==> src/rtl/fcr_pkg.sv <==
`timescale 1ns / 1ps

package fcr_pkg;

  // Framing and primer characters.
  localparam logic [7:0] CH_START  = 8'h21;
  localparam logic [7:0] CH_END    = 8'h2A;
  localparam logic [7:0] CH_DELIM  = 8'h3B;
  localparam logic [7:0] CH_PRIMER = 8'h23;

  // Field splitting limits.
  localparam int FIELD_COUNT = 5;
  localparam int FIELD_CHARS = 10;
  localparam int IDX_W       = $clog2(FIELD_COUNT);
  localparam int POS_W       = $clog2(FIELD_CHARS);

  // Only the first three fields are ever compared, and no command text is
  // longer than four characters, so five bytes of each field decide a match.
  localparam int MATCH_FIELDS = 3;
  localparam int MATCH_CHARS  = 5;
  localparam int TXT_BITS     = 8 * MATCH_CHARS;

  localparam logic [TXT_BITS-1:0] TXT_END  = {"END", 16'h0000};
  localparam logic [TXT_BITS-1:0] TXT_DATA = {"Data", 8'h00};
  localparam logic [TXT_BITS-1:0] TXT_LEDB = {"LEDB", 8'h00};
  localparam logic [TXT_BITS-1:0] TXT_ON   = {"On", 24'h000000};
  localparam logic [TXT_BITS-1:0] TXT_OFF  = {"Off", 16'h0000};
  localparam logic [TXT_BITS-1:0] TXT_CONF = {"Conf", 8'h00};

  // Reply texts, left aligned in slots of the longest reply.
  localparam int REPLY_MAX  = 17;
  localparam int REPLY_BITS = 8 * REPLY_MAX;
  localparam int REPLY_CW   = $clog2(REPLY_MAX + 1);

  localparam logic [REPLY_BITS-1:0] RTXT_GREET   = "######!Read;LEDB*";
  localparam logic [REPLY_BITS-1:0] RTXT_SET_OFF = {"##!Set;LEDB;Off*", 8'h00};
  localparam logic [REPLY_BITS-1:0] RTXT_SET_ON  = {"##!Set;LEDB;On*", 16'h0000};
  localparam logic [REPLY_BITS-1:0] RTXT_END     = {"##!END*", 80'h0};

  typedef enum logic [2:0] {
    RPL_NONE,
    RPL_GREET,
    RPL_SET_OFF,
    RPL_SET_ON,
    RPL_END
  } reply_t;

  typedef enum logic [1:0] {
    FS_WAIT = 2'd0,
    FS_IN   = 2'd1,
    FS_DONE = 2'd2
  } frame_t;

  // Byte stream from the receive store into the field splitter.
  typedef struct packed {
    logic       start;
    logic       valid;
    logic [7:0] data;
  } scan_t;

  // Decoded command of a finished frame.
  typedef struct packed {
    reply_t reply;
    logic   end_cmd;
  } verdict_t;

  function automatic logic [REPLY_CW-1:0] reply_len(input reply_t kind);
    logic [REPLY_CW-1:0] len;
    case (kind)
      RPL_GREET:   len = REPLY_CW'(17);
      RPL_SET_OFF: len = REPLY_CW'(16);
      RPL_SET_ON:  len = REPLY_CW'(15);
      RPL_END:     len = REPLY_CW'(7);
      default:     len = '0;
    endcase
    return len;
  endfunction

  function automatic logic [7:0] reply_char(input reply_t kind,
                                            input logic [REPLY_CW-1:0] i);
    logic [REPLY_BITS-1:0] txt;
    case (kind)
      RPL_GREET:   txt = RTXT_GREET;
      RPL_SET_OFF: txt = RTXT_SET_OFF;
      RPL_SET_ON:  txt = RTXT_SET_ON;
      RPL_END:     txt = RTXT_END;
      default:     txt = '0;
    endcase
    return txt[REPLY_BITS - 8 - 8 * i +: 8];
  endfunction

  // Whole-text compare: the first len bytes match and the next byte is zero.
  function automatic logic text_is(input logic [MATCH_CHARS-1:0][7:0] f,
                                   input logic [TXT_BITS-1:0] txt,
                                   input logic [2:0] len);
    logic ok;
    ok = 1'b1;
    for (int k = 0; k < MATCH_CHARS; k++) begin
      if (k < int'(len)) begin
        if (f[k] != txt[8 * (MATCH_CHARS - 1 - k) +: 8]) ok = 1'b0;
      end else if (k == int'(len)) begin
        if (f[k] != 8'h00) ok = 1'b0;
      end
    end
    return ok;
  endfunction

endpackage

==> src/rtl/framed_ascii_command_responder_core.sv <==
`timescale 1ns / 1ps

// Channel   Handshake             Payload
// -------   -------------------   ----------------------------------------
// in        in_valid / in_ready   restart, select_active, rx_valid, rx_byte
// out       out_valid / out_ready tx_load, tx_byte, frame_state, end_seen
//
// A request that neither restarts nor closes a frame passes through accept,
// transmit load from the ring memory, and the write into the output register.
// A closing '*' adds a scan of the receive memory, one read per cycle over
// the buffered bytes, and one ring write per reply byte (7-16).
// Reset, restart and a select assertion write the 17-byte greeting into the
// ring, one byte per cycle, while in_ready stays low.
// The next request is taken while an earlier result waits in the output
// register; a stalled output holds the block only at its final step.

module framed_ascii_command_responder_core
  import fcr_pkg::*;
#(
  parameter int BUFFER_DEPTH = 64
) (
  input  logic       clk,
  input  logic       rst,
  input  logic       in_valid,
  output logic       in_ready,
  input  logic       restart,
  input  logic       select_active,
  input  logic       rx_valid,
  input  logic [7:0] rx_byte,
  output logic       out_valid,
  input  logic       out_ready,
  output logic       tx_load,
  output logic [7:0] tx_byte,
  output logic [1:0] frame_state,
  output logic       end_seen
);

  localparam int AW = $clog2(BUFFER_DEPTH);
  localparam logic [AW-1:0] LAST_ADDR = AW'(BUFFER_DEPTH - 1);

  typedef enum logic [4:0] {
    S_IDLE   = 5'b00001,
    S_SCAN   = 5'b00010,
    S_REPLY  = 5'b00100,
    S_LOAD   = 5'b01000,
    S_FINISH = 5'b10000
  } state_t;

  state_t              state;
  frame_t              frame_status;
  logic [AW-1:0]       fill;
  logic [AW-1:0]       rp;
  logic [AW-1:0]       head;
  logic [AW-1:0]       tail;
  logic                busy;
  logic                select_prev;
  logic                clear_pend;
  reply_t              kind;
  logic [REPLY_CW-1:0] cnt;
  logic                rd_pend;
  logic [7:0]          rx_q;
  logic [7:0]          ring_q;

  // Result under construction.
  logic                res_load;
  logic                res_from_ring;
  frame_t              res_fs;
  logic                res_end;

  // Output register.
  logic                out_load;
  logic [7:0]          out_byte;
  frame_t              out_fs;
  logic                out_end;

  logic [7:0]          rx_mem  [BUFFER_DEPTH];
  logic [7:0]          tx_ring [BUFFER_DEPTH];

  logic                accept;
  frame_t              fs0;
  frame_t              fs1;
  frame_t              fs2;
  logic                start_frame;
  logic [AW-1:0]       fill1;
  logic [AW-1:0]       fill2;
  logic                rx_wr;
  logic                rx_we;
  logic                rx_rd;
  logic                scan_done;
  logic                ring_we;
  logic                ring_rd;
  logic [7:0]          ring_wdata;
  logic                reply_last;
  logic                fin_fire;
  logic [AW-1:0]       tail_inc;
  logic [AW-1:0]       head_inc;
  scan_t               scan;
  verdict_t            verdict;

  assign in_ready = (state == S_IDLE);
  assign accept   = in_valid && in_ready;

  // Framing of the received byte.
  assign fs0         = (frame_status == FS_DONE) ? FS_WAIT : frame_status;
  assign start_frame = rx_valid && (rx_byte == CH_START) && (fs0 != FS_IN);
  assign fs1         = start_frame ? FS_IN : fs0;
  assign fill1       = start_frame ? '0 : fill;
  assign rx_wr       = rx_valid && (fs1 == FS_IN);
  assign fill2       = !rx_wr ? fill1 :
                       (fill1 == LAST_ADDR) ? fill1 : fill1 + 1'b1;
  assign fs2         = (rx_wr && (rx_byte == CH_END)) ? FS_DONE : fs1;
  assign rx_we       = accept && !restart && rx_wr;

  // Scan of the closed frame, one memory read per cycle.
  assign rx_rd     = (state == S_SCAN) && (rp != fill);
  assign scan_done = (state == S_SCAN) && (rp == fill) && !rd_pend;

  assign scan.start = accept && !restart && (fs2 == FS_DONE);
  assign scan.valid = rd_pend;
  assign scan.data  = rx_q;

  fcr_split u_split (
    .clk     (clk),
    .rst     (rst),
    .scan    (scan),
    .verdict (verdict)
  );

  // Transmit ring pointers wrap at the buffer depth.
  assign tail_inc   = (tail == LAST_ADDR) ? '0 : tail + 1'b1;
  assign head_inc   = (head == LAST_ADDR) ? '0 : head + 1'b1;
  assign ring_we    = (state == S_REPLY);
  assign ring_wdata = reply_char(kind, cnt);
  assign reply_last = (cnt == REPLY_CW'(reply_len(kind) - 1'b1));
  assign ring_rd    = (state == S_LOAD) && !busy && (head != tail);
  assign fin_fire   = (state == S_FINISH) && (!out_valid || out_ready);

  // Receive store.
  always_ff @(posedge clk) begin
    if (rx_we) begin
      rx_mem[fill1] <= rx_byte;
    end
    if (rx_rd) begin
      rx_q <= rx_mem[rp];
    end
  end

  // Transmit ring.
  always_ff @(posedge clk) begin
    if (ring_we) begin
      tx_ring[tail] <= ring_wdata;
    end
    if (ring_rd) begin
      ring_q <= tx_ring[head];
    end
  end

  // Sequencer and control state.
  always_ff @(posedge clk) begin
    if (rst) begin
      state        <= S_REPLY;
      kind         <= RPL_GREET;
      cnt          <= '0;
      frame_status <= FS_WAIT;
      fill         <= '0;
      rp           <= '0;
      head         <= '0;
      tail         <= '0;
      busy         <= 1'b0;
      select_prev  <= 1'b0;
      clear_pend   <= 1'b0;
      rd_pend      <= 1'b0;
    end else begin
      rd_pend <= rx_rd;
      case (state)
        S_IDLE: begin
          if (accept) begin
            select_prev <= select_active;
            if (restart) begin
              clear_pend <= 1'b1;
              state      <= S_FINISH;
            end else begin
              clear_pend   <= select_active && !select_prev;
              frame_status <= fs2;
              fill         <= fill2;
              busy         <= rx_valid ? 1'b0 : busy;
              rp           <= '0;
              state        <= (fs2 == FS_DONE) ? S_SCAN : S_LOAD;
            end
          end
        end
        S_SCAN: begin
          if (rx_rd) begin
            rp <= rp + 1'b1;
          end else if (scan_done) begin
            kind  <= verdict.reply;
            cnt   <= '0;
            state <= (verdict.reply == RPL_NONE) ? S_LOAD : S_REPLY;
          end
        end
        S_REPLY: begin
          tail <= tail_inc;
          cnt  <= cnt + 1'b1;
          if (reply_last) begin
            state <= (kind == RPL_GREET) ? S_IDLE : S_LOAD;
          end
        end
        S_LOAD: begin
          if (!busy) begin
            busy <= 1'b1;
            if (head != tail) begin
              head <= head_inc;
            end
          end
          state <= S_FINISH;
        end
        S_FINISH: begin
          if (fin_fire) begin
            if (clear_pend) begin
              frame_status <= FS_WAIT;
              fill         <= '0;
              head         <= '0;
              tail         <= '0;
              busy         <= 1'b0;
              kind         <= RPL_GREET;
              cnt          <= '0;
              clear_pend   <= 1'b0;
              state        <= S_REPLY;
            end else begin
              state <= S_IDLE;
            end
          end
        end
        default: begin
          state <= S_IDLE;
        end
      endcase
    end
  end

  // Result fields gathered along the way.
  always_ff @(posedge clk) begin
    if (accept) begin
      res_load      <= 1'b0;
      res_from_ring <= 1'b0;
      res_end       <= 1'b0;
      res_fs        <= restart ? FS_WAIT : fs2;
    end else if (scan_done) begin
      res_end <= verdict.end_cmd;
    end else if ((state == S_LOAD) && !busy) begin
      res_load      <= 1'b1;
      res_from_ring <= (head != tail);
    end
  end

  // Output register.
  always_ff @(posedge clk) begin
    if (rst) begin
      out_valid <= 1'b0;
    end else if (fin_fire) begin
      out_valid <= 1'b1;
    end else if (out_ready) begin
      out_valid <= 1'b0;
    end
  end

  always_ff @(posedge clk) begin
    if (fin_fire) begin
      out_load <= res_load;
      out_byte <= res_from_ring ? ring_q : 8'h00;
      out_fs   <= res_fs;
      out_end  <= res_end;
    end
  end

  assign tx_load     = out_load;
  assign tx_byte     = out_byte;
  assign frame_state = out_fs;
  assign end_seen    = out_end;

endmodule

==> src/rtl/fcr_split.sv <==
`timescale 1ns / 1ps

module fcr_split
  import fcr_pkg::*;
(
  input  logic     clk,
  input  logic     rst,
  input  scan_t    scan,
  output verdict_t verdict
);

  logic [MATCH_CHARS-1:0][7:0] fld [MATCH_FIELDS];
  logic [IDX_W-1:0]            idx;
  logic [POS_W-1:0]            pos;
  logic [IDX_W-1:0]            idx_next;
  logic [POS_W-1:0]            pos_next;
  logic                        is_delim;
  logic                        is_text;
  logic                        f0_data;

  // Classify the incoming byte; start and end marks carry no text.
  assign is_delim = scan.valid && (scan.data == CH_DELIM);
  assign is_text  = scan.valid && (scan.data != CH_DELIM) &&
                    (scan.data != CH_START) && (scan.data != CH_END);

  // Field index and character position both saturate.
  assign idx_next = (idx == IDX_W'(FIELD_COUNT - 1)) ? idx : idx + 1'b1;
  assign pos_next = (pos == POS_W'(FIELD_CHARS - 1)) ? pos : pos + 1'b1;

  always_ff @(posedge clk) begin
    if (rst || scan.start) begin
      idx <= '0;
      pos <= '0;
    end else if (is_delim) begin
      idx <= idx_next;
      pos <= '0;
    end else if (is_text) begin
      pos <= pos_next;
    end
  end

  // Write the character and terminate the text behind it. At a saturated
  // position the terminator lands on the character itself.
  always_ff @(posedge clk) begin
    for (int j = 0; j < MATCH_FIELDS; j++) begin
      for (int k = 0; k < MATCH_CHARS; k++) begin
        if (scan.start) begin
          fld[j][k] <= 8'h00;
        end else if (is_text && (idx == IDX_W'(j))) begin
          if (pos_next == POS_W'(k)) begin
            fld[j][k] <= 8'h00;
          end else if (pos == POS_W'(k)) begin
            fld[j][k] <= scan.data;
          end
        end
      end
    end
  end

  // Command decode over the first three fields.
  assign f0_data = text_is(fld[0], TXT_DATA, 3'd4);

  always_comb begin
    verdict.end_cmd = text_is(fld[0], TXT_END, 3'd3);
    verdict.reply   = RPL_NONE;
    if (!verdict.end_cmd) begin
      if (f0_data) begin
        if (text_is(fld[1], TXT_LEDB, 3'd4)) begin
          if (text_is(fld[2], TXT_ON, 3'd2)) begin
            verdict.reply = RPL_SET_OFF;
          end else if (text_is(fld[2], TXT_OFF, 3'd3)) begin
            verdict.reply = RPL_SET_ON;
          end
        end
      end else if (text_is(fld[0], TXT_CONF, 3'd4) &&
                   text_is(fld[1], TXT_LEDB, 3'd4)) begin
        verdict.reply = RPL_END;
      end
    end
  end

endmodule

==> config.mk <==
export PLATFORM = sky130hd
export DESIGN_NAME = framed_ascii_command_responder_core
export DESIGN_NICKNAME = d
export VERILOG_FILES = /design/src/rtl/fcr_pkg.sv /design/src/rtl/framed_ascii_command_responder_core.sv /design/src/rtl/fcr_split.sv
export SDC_FILE = /design/constraint.sdc
export NUM_CORES = 1
export LEC_CHECK = 0
export BUFFER_PORTS_ARGS = -buffer_cell sky130_fd_sc_hd__buf_2
export CAP_MARGIN = 20
export CORE_ASPECT_RATIO = 2
export CORE_MARGIN = 5
export CORE_UTILIZATION = 62
export CTS_CLUSTER_DIAMETER = 30
export DETAILED_ROUTE_END_ITERATION = 8
export MAX_ROUTING_LAYER = met4
export PLACE_DENSITY = 0.78
export RECOVER_POWER = 100
export SYNTH_ARGS = -nofsm -noshare
export SYNTH_HDL_FRONTEND = slang
export SYNTH_SLANG_ARGS = --single-unit
export TNS_END_PERCENT = 5
==> constraint.sdc <==
create_clock -name clk -period 7.4 [get_ports clk]
set_input_delay 1.11 -clock clk [delete_from_list [all_inputs] [get_ports clk]]
set_output_delay 1.11 -clock clk [all_outputs]
set_load 0.05 [all_outputs]
Word level (Yosys, flattened, before mapping)

Memories as Yosys holds them, arrays and structs flattened. A register that Yosys moved wholly into a read port is not among the register bits.
Index checks and enable logic that the tools add are counted.

Add/subtract/negate cells: 9
Equality and inequality tests: 68
Shift operators: 1
Mux-type cells: 247
Bitwise logic cells: 32
Reductions and logical operators: 60

Operators with widths:

| operator                                       | count |
|---|---|
| case mux 134 bit (4 select lines)              | 1 |
| 2-to-1 mux 8 bit                               | 30 |
| 2-to-1 mux 1 bit                               | 159 |
| != test 8 x 7 -> 1 bit (second input constant) | 19 |
| variable part select 136 x 33 -> 8 bit         | 1 |
| 2-to-1 mux 6 bit                               | 14 |
| 2-to-1 mux 5 bit                               | 10 |
| case mux 6 bit (2 select lines)                | 4 |
| nonzero test 8 bit                             | 5 |
| 2-to-1 mux 3 bit                               | 10 |
| bitwise OR 1 bit                               | 30 |
| case mux 5 bit (5 select lines)                | 1 |
| AND reduction 5 bit                            | 5 |
| adder 6 x 1 -> 6 bit (second input constant)   | 4 |
| == test 8 x 6 -> 1 bit (second input constant) | 3 |
| != test 8 x 6 -> 1 bit (second input constant) | 3 |
| logical AND 1 bit                              | 23 |
| case mux 5 bit (4 select lines)                | 1 |
| == test 6 bit (second input constant)          | 3 |
| == test 4 x 2 -> 1 bit (second input constant) | 4 |
| 2-to-1 mux 2 bit                               | 8 |
| 2-to-1 mux 4 bit                               | 4 |
| != test 2 bit (second input constant)          | 8 |
| case mux 5 bit (3 select lines)                | 1 |
| 38 further kinds                               | 66 |

Bits in registers: 68
RAM bits: 1144
Input bits: 15
Output and inout bits: 14
Word-level logic and storage cells: 443
Memories kept: 3

Memory list:

| name        | depth | width | read ports | clocked after memory_dff | wr ports | RTL line                                  | source |
|---|---|---|---|---|---|---|---|
| rx_mem      | 64    | 8     | 1          | 1                        | 1        | framed_ascii_command_responder_core.sv:76 | `logic [7:0] rx_mem [BUFFER_DEPTH];` |
| tx_ring     | 64    | 8     | 1          | 1                        | 1        | framed_ascii_command_responder_core.sv:77 | `logic [7:0] tx_ring [BUFFER_DEPTH];` |
| u_split.fld | 3     | 40    | 3          | 0                        | 3        | fcr_split.sv:12                           | `logic [MATCH_CHARS-1:0][7:0] fld [MATCH_FIELDS];` |

Depth between registers and ports, before layout

An unclocked memory read counts as a cell.

Depth in word-level cells: 26
Mapped depth: 10
Mapped depth without buffers: 9

Modules after synthesis

Synthesis repeated with hierarchy kept, for this count alone.

Cell total of the unflattened synthesis: 2704
Area, all modules: 47450.5 µm²

Modules (own cells, without submodules):

| module                              | times used | cells each | area each (µm²) | seq. area each (µm²) |
|---|---|---|---|---|
| framed_ascii_command_responder_core | 1          | 2270       | 42096.6         | 30609.4 |
| fcr_split                           | 1          | 434        | 5353.9          | 3503.4 |

Worst setup path after synthesis

Ideal clock, no wire load.

Path kind: register to register
From: register cnt[0]
To: memory tx_ring[0][3] (data pin)
Arrival: 4.810 ns
Path slack: 1.849 ns
Cell stages (with the launch flop): 9
Clock period less this slack: 5.551 ns
Cells stage by stage: dfxtp_1 clkbuf_1 clkinv_1 ha_1 xnor2_1 o21ai_0 a21oi_1 o21ai_0 a221oi_1

Longest elaborated chain between the ends: 2

Ends and longest elaborated chain:

| item                                   | RTL line                                   | source |
|---|---|---|
| start: declaration                     | framed_ascii_command_responder_core.sv:59  | `logic [REPLY_CW-1:0] cnt;` |
| start signal: assignment               | framed_ascii_command_responder_core.sv:203 | `cnt <= cnt + 1'b1;` |
| subtractor 8 x 8 -> 9 bit              | fcr_pkg.sv:89                              | `return txt[REPLY_BITS - 8 - 8 * i +: 8];` |
| variable part select 136 x 33 -> 8 bit | fcr_pkg.sv:89                              |  |
| via ring_wdata[3]                      | framed_ascii_command_responder_core.sv:92  | `logic [7:0] ring_wdata;` |
| end: declaration                       | framed_ascii_command_responder_core.sv:77  |  |

The timed path passes the listed nets, and every way through them passes these cells.

Worst setup path in the final report

From: input rx_byte[7]
To: memory rx_mem[45][0] (enable)

Longest elaborated chain between the ends: 9
Elaborated cells between the ends (all ways): 10

Ends and longest elaborated chain:

| item                                   | RTL line                                   | source |
|---|---|---|
| start: declaration                     | framed_ascii_command_responder_core.sv:29  | `input logic [7:0] rx_byte,` |
| == test 8 x 6 -> 1 bit *               | framed_ascii_command_responder_core.sv:105 | `assign start_frame = rx_valid && (rx_byte == CH_START) && (fs0 != FS_IN);` |
| logical AND 1 bit * (2 in a row)       | framed_ascii_command_responder_core.sv:105 |  |
| 2-to-1 mux 2 bit                       | framed_ascii_command_responder_core.sv:106 | `assign fs1 = start_frame ? FS_IN : fs0;` |
| == test 2 x 1 -> 1 bit                 | framed_ascii_command_responder_core.sv:108 | `assign rx_wr = rx_valid && (fs1 == FS_IN);` |
| logical AND 1 bit                      | framed_ascii_command_responder_core.sv:108 |  |
| logical AND 1 bit                      | framed_ascii_command_responder_core.sv:112 | `assign rx_we = accept && !restart && rx_wr;` |
| 2-to-1 mux 1 bit                       | framed_ascii_command_responder_core.sv:140 | `if (rx_we) begin` |
| 2-to-1 mux 1 bit (implied by the code) | framed_ascii_command_responder_core.sv:141 | `rx_mem[fill1] <= rx_byte;` |
| end: declaration                       | framed_ascii_command_responder_core.sv:76  |  |

Mark *: on every way between the ends. The rest lies on a longest branch, timed or not.

==> impl_metrics.tcl <==
set metrics [dict create \
    die_y_um 398 \
    clock_latency_ps 730 \
    rsz0062_at_grt "no" \
    drtAntennaViolNets 0 \
    root_buffer "clkbuf_16" \
    synth_top_cell_area_share_pct 70.9 \
    syn_avg_cell_area_um2 17.7 \
    yosys-top-cells-count "edfxtp_1 (1,100), mux4_2 (240), nor2_1 (229)" \
    clockBufferDepth 3 \
    synth.most_common_cell "edfxtp_1" \
    ctsHtreeMaxLevel 3 \
    cts_resized 0 \
    synthCells 2637 \
    async_reset_ff_share_pct 0 \
    core_area_mm2 0.0748 \
    synth_cell_type_count 77 \
    setup_viol 0 \
    violations "capacitance limit, slew limit" \
    drv_cap 10 \
    start_kind "input pin" \
    cts_tree "built" \
    hp-class "register to register" \
    synthTopCellsByArea "edfxtp_1 (71%), mux4_2 (12%), dfxtp_1 (2.3%)" \
    drt_wl_total_um 109000 \
    synth_top_area_cell "edfxtp_1" \
    fin_crit_ps 5520 \
    grt-busiest-layer "met2" \
    initial_core_util_pct 62.3 \
    antenna_found_initial 1 \
    grt_pass1_wl_um 163000 \
    drt_first_pass_iters 6 \
    drv_slew 559 \
    gp_congestion 1.10 \
    grtUsageMet2_pct 50.3 \
    cts_buffers 114 \
    use_met3_pct 3.89 \
    critical_path.max_fanout 65 \
    status "finished, violations left" \
    grt_pass1_vias 26000 \
    clock.fmax_mhz 181 \
    chipWidth_um 204 \
    whs_ps 448 \
    cellPowerDensity_mw_per_mm2 266 \
    clock-skew-final_ps 29.6 \
    rows 142 \
    met1_usage_pct 28.5 \
    tightest_slew_ps 3140 \
    synth_edf_count 1100 \
    crit_type "input pin to register" \
    synth.ff_latch_count 1154 \
    vias 24800 \
    drc 0 \
    layout-drive-gt1-share_pct 17.7 \
    slew_headroom_pct -109 \
    postCtsSetupBuffers 0 \
    clock-sinks 1154 \
    end_kind "register" \
    hold_buffers 0 \
    ys_warn_count 0 \
    wl_per_cell_um 28.9 \
    syn-num-nets 2666 \
    hold_viol 0 \
    critPathArrivalTime_ps 5850 \
    clkTransAtPathRegs_ps 60 \
    ys_seq_area_share_pct 73.2 \
    die_area_mm2 0.0811 \
    place.port_buffers 27 \
    final.setup.worst_slack_ps 1880 \
    drt_iter0_markers 2495 \
    final_area_mm2 0.0517 \
    layout.nets 2703 \
    fin_setup_tns_ps 0 \
    dpl-instance-area_mm2 0.0478 \
    grt_max_degree 89 \
    viasPerCell 6.57 \
    gr-total-overflow 0 \
    area_delta_synth_final_pct 10.9 \
    post-route-period-util_pct 74.6 \
    p_leak_nw 15.6 \
    dp_hpwl_um 71800 \
    synth_flop_cell "edfxtp_1" \
    track_usage_pct 28.3 \
    ioPinCount 29 \
    preCtsSetupSlack_ps 2810 \
    worstPathRequired_ps 7730 \
    vdd_ir_drop_max_mv 0.232 \
    synth_area_mm2 0.0466 \
]
## stage by stage
step | cells | utilization (%) | power (mW)
after global placement | 3558 | 63.8 | 7.86
after detailed placement | 3558 | 63.8 | 7.89
after global routing | 3781 | 69.1 | 14.1
after CTS | 3773 | 69.1 | 13.8
final | 3782 | 69.1 | 13.8
after floorplan | 2637 | - | 7.67
## layout by cell type, fill, tap and decap left out, types with 15 or more instances in the layout
cell / n
nor2b_1: 23
and2_0: 99
and2_1: 30
clkbuf_1: 41
dfxtp_1: 51
a22oi_1: 99
o21ai_0: 57
nand2b_1: 16
nor4_1: 15
nor3_1: 28
clkbuf_16: 116
nand3_1: 30
inv_6: 19
mux4_2: 240
or4_1: 15
buf_4: 18
xor2_1: 20
o22ai_1: 17
inv_1: 16
a21oi_1: 95
nor2_1: 228
nand2_1: 75
edfxtp_1: 1100
nand3b_1: 17
## worst max-delay path, cell delays in order
cell and delay [ps]:
buf_2 70, clkbuf_1 2150, nor4b_1 450, nand4_1 500, and2_0 310, nand3b_1 470, nor2_1 750
## layer usage
| layer | vias to the layer above | part of all wire, % |
|---|---|---|
| met4 | 0 | 8.5 |
| met3 | 397 | 5.5 |
| met2 | 1153 | 55 |
| li1 | 10700 | - |
| met1 | 12600 | 31 |
| met5 | - | 0 |
## kinds of logic (layout without fill, tap and decap cells)
kind of cell / count (synthesis) / in the layout / share of synthesized area, %
AO/OA/AOI/OAI: 348 / 348 / 4.85
other: 1 / 2 / 0.00805
buffers and inverters: 158 / 294 / 1.37
flip-flops: 1154 / 1154 / 73.2
adder cells (fa/ha/maj): 14 / 14 / 0.376
multiplexers: 254 / 254 / 11.9
XOR/XNOR: 34 / 34 / 0.639
AND/OR/NAND/NOR: 674 / 674 / 7.65
## power by group
group	switching, mW	leakage [nW]	internal, mW	total [mW]
combinational	0.351	3.54	0.0845	0.435
sequential	0.0164	10.2	7.31	7.33
clock	2.63	1.90	3.36	5.99
## state kept, by name (all words and copies together), names as in the netlist, 4 cells and up
name	flops
rx_q	8
tx_byte	7
rp	6
head	6
fill	6
cnt	5
state	5
ring_q	7
tx_ring	448
rx_mem	512
u_split.pos	4
tail	6
u_split.fld	112
## final cells by class
| class | count | area (um^2) |
|---|---|---|
| Sequential cell | 1154 | 34100 |
| Clock buffer | 127 | 2940 |
| Tap cell | 1008 | 1260 |
| Antenna cell | 1 | 2.50 |
| Fill cell | 4621 | 23100 |
| Inverter | 17 | 63.8 |
| Clock inverter | 88 | 1010 |
| Multi-Input combinational cell | 1325 | 11900 |
| Timing Repair Buffer | 62 | 363 |
## final timing paths
path              startpoint       endpoint  slack [ps]  cells after the start
hold reg to reg      res_end       end_seen         450                      0
hold / removal       res_end       end_seen         450                      0
setup reg to reg     head[0]        head[3]        2020                      7
setup / recovery  rx_byte[7]  rx_mem[45][0]        1880                      7
Power figures use the tool's default switching activity.
